### config.mk
export PLATFORM = sky130hd
export DESIGN_NAME = tile_row_pixel_decode_core
export DESIGN_NICKNAME = d
export VERILOG_FILES = /design/src/rtl/trpd_pkg.sv /design/src/rtl/trpd_decode.sv /design/src/rtl/tile_row_pixel_decode_core.sv
export SDC_FILE = /design/constraint.sdc
export NUM_CORES = 1
export LEC_CHECK = 0
export BUFFER_PORTS_ARGS = -buffer_cell sky130_fd_sc_hd__buf_2
export CAP_MARGIN = 30
export CORE_MARGIN = 3
export CORE_UTILIZATION = 54
export DETAILED_ROUTE_END_ITERATION = 10
export HOLD_SLACK_MARGIN = 0.12
export PLACE_DENSITY = 0.81
export SLEW_MARGIN = 40
export SYNTH_ARGS = -nofsm -noshare
export SYNTH_HDL_FRONTEND = slang
export SYNTH_SLANG_ARGS = --single-unit
### constraint.sdc
create_clock -name i_clk -period 5.39 [get_ports i_clk]
set_input_delay 1.078 -clock i_clk [delete_from_list [all_inputs] [get_ports i_clk]]
set_output_delay 1.078 -clock i_clk [all_outputs]
set_load 0.03 [all_outputs]
### src/rtl/trpd_pkg.sv
`default_nettype none
package trpd_pkg;

    localparam int CFG_ADDR_W = 1;
    localparam int CFG_DATA_W = 1;

    typedef enum logic [CFG_ADDR_W-1:0] {
        CFG_SIXTEEN_COLOUR = 1'b0,
        CFG_PACKED_FORMAT  = 1'b1
    } t_cfg_addr;

    typedef struct packed {
        logic sixteen_colour;
        logic packed_fmt;
    } t_cfg;

    typedef struct packed {
        logic [3:0][7:0] plane;
        logic            flip;
        logic [3:0]      palette;
    } t_row;

    typedef struct packed {
        logic [7:0][3:0] pixel;
        logic [7:0]      mask;
    } t_result;

endpackage
`default_nettype wire

### src/rtl/trpd_decode.sv
`default_nettype none
module trpd_decode (
    input  trpd_pkg::t_cfg    i_cfg,
    input  trpd_pkg::t_row    i_row,
    output trpd_pkg::t_result o_result
);
    import trpd_pkg::*;

    logic [7:0][3:0] pix;
    logic            transparent_zero;

    always_comb begin
        logic [7:0] byte_sel;
        byte_sel = '0;
        for (int n = 0; n < 8; n++) begin
            if (i_cfg.packed_fmt) begin
                if (i_cfg.sixteen_colour) begin
                    byte_sel = i_row.plane[2'(n >> 1)];
                    pix[n] = (n % 2 == 1) ? byte_sel[3:0] : byte_sel[7:4];
                end else begin
                    byte_sel = i_row.plane[2'(n >> 2)];
                    pix[n] = {2'b00, byte_sel[3'(7 - 2 * (n % 4)) -: 2]};
                end
            end else begin
                pix[n][0] = i_row.plane[0][3'(7 - n)];
                pix[n][1] = i_row.plane[1][3'(7 - n)];
                pix[n][2] = i_cfg.sixteen_colour & i_row.plane[2][3'(7 - n)];
                pix[n][3] = i_cfg.sixteen_colour & i_row.plane[3][3'(7 - n)];
            end
        end
    end

    // index zero is see-through in 4bpp, or in 2bpp when palette bit 2 is set
    assign transparent_zero = i_cfg.sixteen_colour | i_row.palette[2];

    always_comb begin
        for (int n = 0; n < 8; n++) begin
            o_result.pixel[n] = i_row.flip ? pix[3'(7 - n)] : pix[n];
            o_result.mask[n]  = !transparent_zero || (o_result.pixel[n] != 4'd0);
        end
    end

endmodule
`default_nettype wire

### src/rtl/tile_row_pixel_decode_core.sv
`default_nettype none
// Tile row decoder: one 8-pixel tile row (four plane bytes, flip bit, palette number) in,
// eight 4-bit colour indices and an opaque mask out. A row is taken every cycle while
// o_in_stall is low; its result is registered into a two-entry output stage (output
// register, or skid register while the output row is not taken), and o_in_stall is
// raised only while both entries hold rows. Format bits are written through the config
// port and should only change while no rows are in flight.
module tile_row_pixel_decode_core (
    input  wire                            i_clk,
    input  wire                            i_rst_n,
    input  wire                            i_cfg_we,
    input  wire [trpd_pkg::CFG_ADDR_W-1:0] i_cfg_addr,
    input  wire [trpd_pkg::CFG_DATA_W-1:0] i_cfg_data,
    input  wire                            i_in_valid,
    output logic                           o_in_stall,
    input  wire [7:0]                      i_plane_byte_0,
    input  wire [7:0]                      i_plane_byte_1,
    input  wire [7:0]                      i_plane_byte_2,
    input  wire [7:0]                      i_plane_byte_3,
    input  wire                            i_flip_horizontal,
    input  wire [3:0]                      i_palette_number,
    output logic                           o_out_valid,
    input  wire                            i_out_stall,
    output logic [3:0]                     o_pixel_0,
    output logic [3:0]                     o_pixel_1,
    output logic [3:0]                     o_pixel_2,
    output logic [3:0]                     o_pixel_3,
    output logic [3:0]                     o_pixel_4,
    output logic [3:0]                     o_pixel_5,
    output logic [3:0]                     o_pixel_6,
    output logic [3:0]                     o_pixel_7,
    output logic [7:0]                     o_opaque_mask
);
    import trpd_pkg::*;

    t_cfg    r_cfg;
    t_row    row;
    t_result dec;
    t_result r_out;
    t_result r_skid;
    logic    r_out_valid;
    logic    r_skid_valid;
    logic    in_xfer;
    logic    out_xfer;

    always_ff @(posedge i_clk) begin
        if (!i_rst_n) begin
            r_cfg <= '0;
        end else if (i_cfg_we) begin
            case (t_cfg_addr'(i_cfg_addr))
                CFG_SIXTEEN_COLOUR: r_cfg.sixteen_colour <= i_cfg_data[0];
                CFG_PACKED_FORMAT:  r_cfg.packed_fmt     <= i_cfg_data[0];
                default: ;
            endcase
        end
    end

    assign row.plane   = {i_plane_byte_3, i_plane_byte_2, i_plane_byte_1, i_plane_byte_0};
    assign row.flip    = i_flip_horizontal;
    assign row.palette = i_palette_number;

    trpd_decode u_decode (
        .i_cfg    (r_cfg),
        .i_row    (row),
        .o_result (dec)
    );

    assign o_in_stall = r_skid_valid;
    assign in_xfer    = i_in_valid && !r_skid_valid;
    assign out_xfer   = r_out_valid && !i_out_stall;

    always_ff @(posedge i_clk) begin
        if (!i_rst_n) begin
            r_out_valid  <= 1'b0;
            r_skid_valid <= 1'b0;
        end else begin
            if (r_skid_valid) begin
                if (out_xfer) begin
                    r_skid_valid <= 1'b0;
                end
            end else if (in_xfer) begin
                if (r_out_valid && !out_xfer) begin
                    r_skid_valid <= 1'b1;
                end else begin
                    r_out_valid <= 1'b1;
                end
            end else if (out_xfer) begin
                r_out_valid <= 1'b0;
            end
        end
    end

    // payload: skid drains into output first; new rows go where there is room
    always_ff @(posedge i_clk) begin
        if (r_skid_valid) begin
            if (out_xfer) begin
                r_out <= r_skid;
            end
        end else if (in_xfer) begin
            if (r_out_valid && !out_xfer) begin
                r_skid <= dec;
            end else begin
                r_out <= dec;
            end
        end
    end

    assign o_out_valid   = r_out_valid;
    assign o_pixel_0     = r_out.pixel[0];
    assign o_pixel_1     = r_out.pixel[1];
    assign o_pixel_2     = r_out.pixel[2];
    assign o_pixel_3     = r_out.pixel[3];
    assign o_pixel_4     = r_out.pixel[4];
    assign o_pixel_5     = r_out.pixel[5];
    assign o_pixel_6     = r_out.pixel[6];
    assign o_pixel_7     = r_out.pixel[7];
    assign o_opaque_mask = r_out.mask;

    a_skid_needs_out: assert property (@(posedge i_clk) disable iff (!i_rst_n)
        r_skid_valid |-> r_out_valid)
        else $error("skid holds a row while the output register is empty");

    a_skid_fill: assert property (@(posedge i_clk) disable iff (!i_rst_n)
        $rose(r_skid_valid) |-> $past(r_out_valid && i_out_stall))
        else $error("skid loaded while the output register was free");

    a_skid_drain: assert property (@(posedge i_clk) disable iff (!i_rst_n)
        (r_skid_valid && !i_out_stall) |=> (r_out_valid && !r_skid_valid))
        else $error("skid row not moved to the output after a transfer");

endmodule
`default_nettype wire
==> key figures <==
Cells and area
  – Max FFs per register: 40
  – Final cell count without fillers: 417
  – # diodes: 0
  – Layout area overhead: 16.2%
  – Most frequent cells in the layout: edfxtp_1, buf_2, mux2_2
  – Commonest non-fill, non-tap cell in the layout: edfxtp_1
  – Nets: 379
  – Layout cell share with drive strength beyond 1: 0.400
  – Top reg by flops: r_skid
  – Final Cell Area: 4330 sq um

Global route
  – GRT overflow: 0
  – First-pass GRT wire length: 11900 um
  – Initial antenna violation count: 0
  – Largest net degree at the start of global routing: 41
  – Vias in the first global route: 2310
  – Overall Global Routing Usage: 0.205

Setup path
  – Slowest stage cell on the critical path: or4b_1
  – Worst Path Max Fanout: 30
  – Worst r2r path cells: 4
  – Crit path DAT: 2880 ps
  – R2r setup slk: 2750 ps
  – RR Startpoint: o_in_stall
  – Critical path required time: 5490 ps
  – Worst setup endpoint: o_opaque_mask[4]
  – CP endpoint kind: flip-flop
  – WP buf/inv: 1
  – Critical path depth: 5
  – R2r endpoint: r_skid[22]
  – Type of origin of the critical path: primary input
  – Top cell family by delay on the critical path: simple AND/OR/NAND/NOR gates
  – WS Path Type: in2reg
  – Crit-path cells: buf_2 > and2_0 > a22o_1 > or4b_1 > mux2_2
  – Crit path from: i_flip_horizontal
  – Slowest stage delay, CP: 560 ps

Placement
  – Dpl hpwl: 5020 um
  – Pre-CTS WS: 2320 ps
  – RD Place Congestion: 0.832
  – Placed cell area: 4170 sq um
  – IO buf count: 74
  – Inst Count DP: 401

Run
  – Max capacitance violation total: 0

CTS
  – Setup bufs post-CTS: 0
  – H-tree depth: 3
  – Hold Buf Count CTS: 0
  – Number of CTS-inserted buffers: 9
  – CTS tree: built
  – Maximum clock path buffer count: 2
  – Clock Sinks: 84
  – CTS Root Buffer Type: clkbuf_8
  – Clock-pin slew on the worst setup and hold paths: 80 ps
  – Worst-Skew Late Latency: 340 ps
  – Cts repair resizes: 0

Synthesis
  – Post-Syn Instances: 264
  – Syn avg cell area: 14.1 sq um
  – Yosys Warn Count: 0
  – Yosys reg bits: 84
  – Synth Net Count: 308
  – Library cells used by synthesis: 37
  – Sequential area share after synthesis: 0.667
  – Netlist Area Pre-Place: 3720 sq um

Pwr
  – Worst vdd ir: 0.000195 V
  – P_int: 0.973 mW
  – Gate power share: 0.141
  – Switching share of power: 0.261
  – Pwr dens: 304 nW/um^2
  – Sequential Power Share: 0.580
  – Clock network fraction of design power: 0.280
  – Standby leakage power: 1.78 nW
  – Net load switching power: 0.343 mW

STA
  – Slew Limit Fails: 0
  – Period utilization: 0.515
  – RSZ-0062 raised after global routing: no
  – Setup Skew: 7.60 ps
  – Aggregate negative setup slack: 0 ps
  – Final setup vio count: 0
  – Tmin final: 2780 ps
  – Final Hold Vio Count: 0
  – Max_slew headroom: 0.470
  – Fin worst setup slack: 2610 ps
  – Worst-Margin Slew: 794 ps
  – Hold Slack: 530 ps
  – Fmax: 360 MHz

Route
  – Routed vias/inst: 5.85
  – Post-route ant nets: 0
  – Routed WL: 7520 um
  – Drt first pass iters: 4
  – Via count: 2440
  – DRC Markers: 0
  – DRT iter0 DRCs: 240
  – Wire per inst: 18.0 um

Min path
  – Worst hold path class: reg2reg
  – Hold Path Cell Cnt: 2

Die
  – Core Region: 6530 sq um
  – Row Count: 29
  – Die width: 89.0 um
  – I/O pins: 86
  – Starting Density: 0.570
  – Die span in y: 89.0 um
  – Total die area: 7930 sq um

Outcome
  – Result of the run: finished clean
[kinds of logic after synthesis]
family / after synthesis / synth area share
buffers and inverters: 25 / 0.0276
AO/OA/AOI/OAI: 36 / 0.0692
AND/OR/NAND/NOR: 82 / 0.123
flip-flops: 84 / 0.667
multiplexers: 37 / 0.114
[power by group through the flow]
stage	sequential, mW	combinational, mW	clock [mW]
CTS	0.764	0.186	0.372
global placement	0.777	0.181	0
finish	0.763	0.185	0.368
detailed placement	0.778	0.184	0
floorplan	0.831	0.0725	0
global route	0.767	0.199	0.403
[metrics by stage]
step / total power, mW / util
6_report: 1.32 / 0.662
2_1_floorplan: 0.903 / -
5_1_grt: 1.37 / 0.662
3_3_place_gp: 0.957 / 0.636
4_1_cts: 1.32 / 0.662
3_5_place_dp: 0.962 / 0.638
[tightest hold or removal path, stage by stage, from the launching register on]
cell	delay, ps
edfxtp_1	330
nand2_1	50
o21ai_0	60
[worst min-delay path by stage]
stage	from	end	slack, ps
CTS	r_skid[21]	o_pixel_3[1]	540
global route	r_skid[30]	o_pixel_5[2]	560
global placement	r_skid[30]	o_pixel_5[2]	520
detailed placement	r_skid[30]	o_pixel_5[2]	520
floorplan	r_skid[16]	o_pixel_2[0]	500
finish	r_skid[21]	o_pixel_3[1]	530
[Yosys cell counts, drive strengths merged]
master	count	area, sq um
edfxtp	80	2400
mux2	36	413
nand2	22	82.6
and3	12	75.1
clkbuf	12	45.0
nor2b	10	62.6
o21ai	10	50.1
nor2	9	33.8
inv	8	30.0
buf	5	27.5
nand2b	5	31.3
nand3	5	25.0
a221oi	4	35.0
a22o	4	35.0
a22oi	4	30.0
dfxtp	4	80.1
nand3b	4	30.0
nand4	4	25.0
or3b	4	35.0
a21boi	3	22.5
a31oi	2	12.5
a32o	2	20.0
a32oi	2	17.5
and2	2	13.8
nor4	2	12.5
o2111ai	2	17.5
o22ai	2	12.5
or4b	2	23.8
a21oi	1	5.00
and2b	1	7.51
mux2i	1	10.0
[per-layer routing]
layer / track usage / part of all wire
met1: 0.287 / 0.44
met2: 0.313 / 0.47
met3: 0.0424 / 0.070
met4: 0.0866 / 0.021
met5: 0 / 0
[final cells by class]
type	instances	area, sq um
clock inverters	7	33.8
fillers	480	2210
repair buffers	77	400
clock buffers	9	124
well taps	77	96.3
multi-input cells	155	1160
inverters	8	30.0
flip-flops and latches	84	2480
Power figures use the tool's default switching activity.
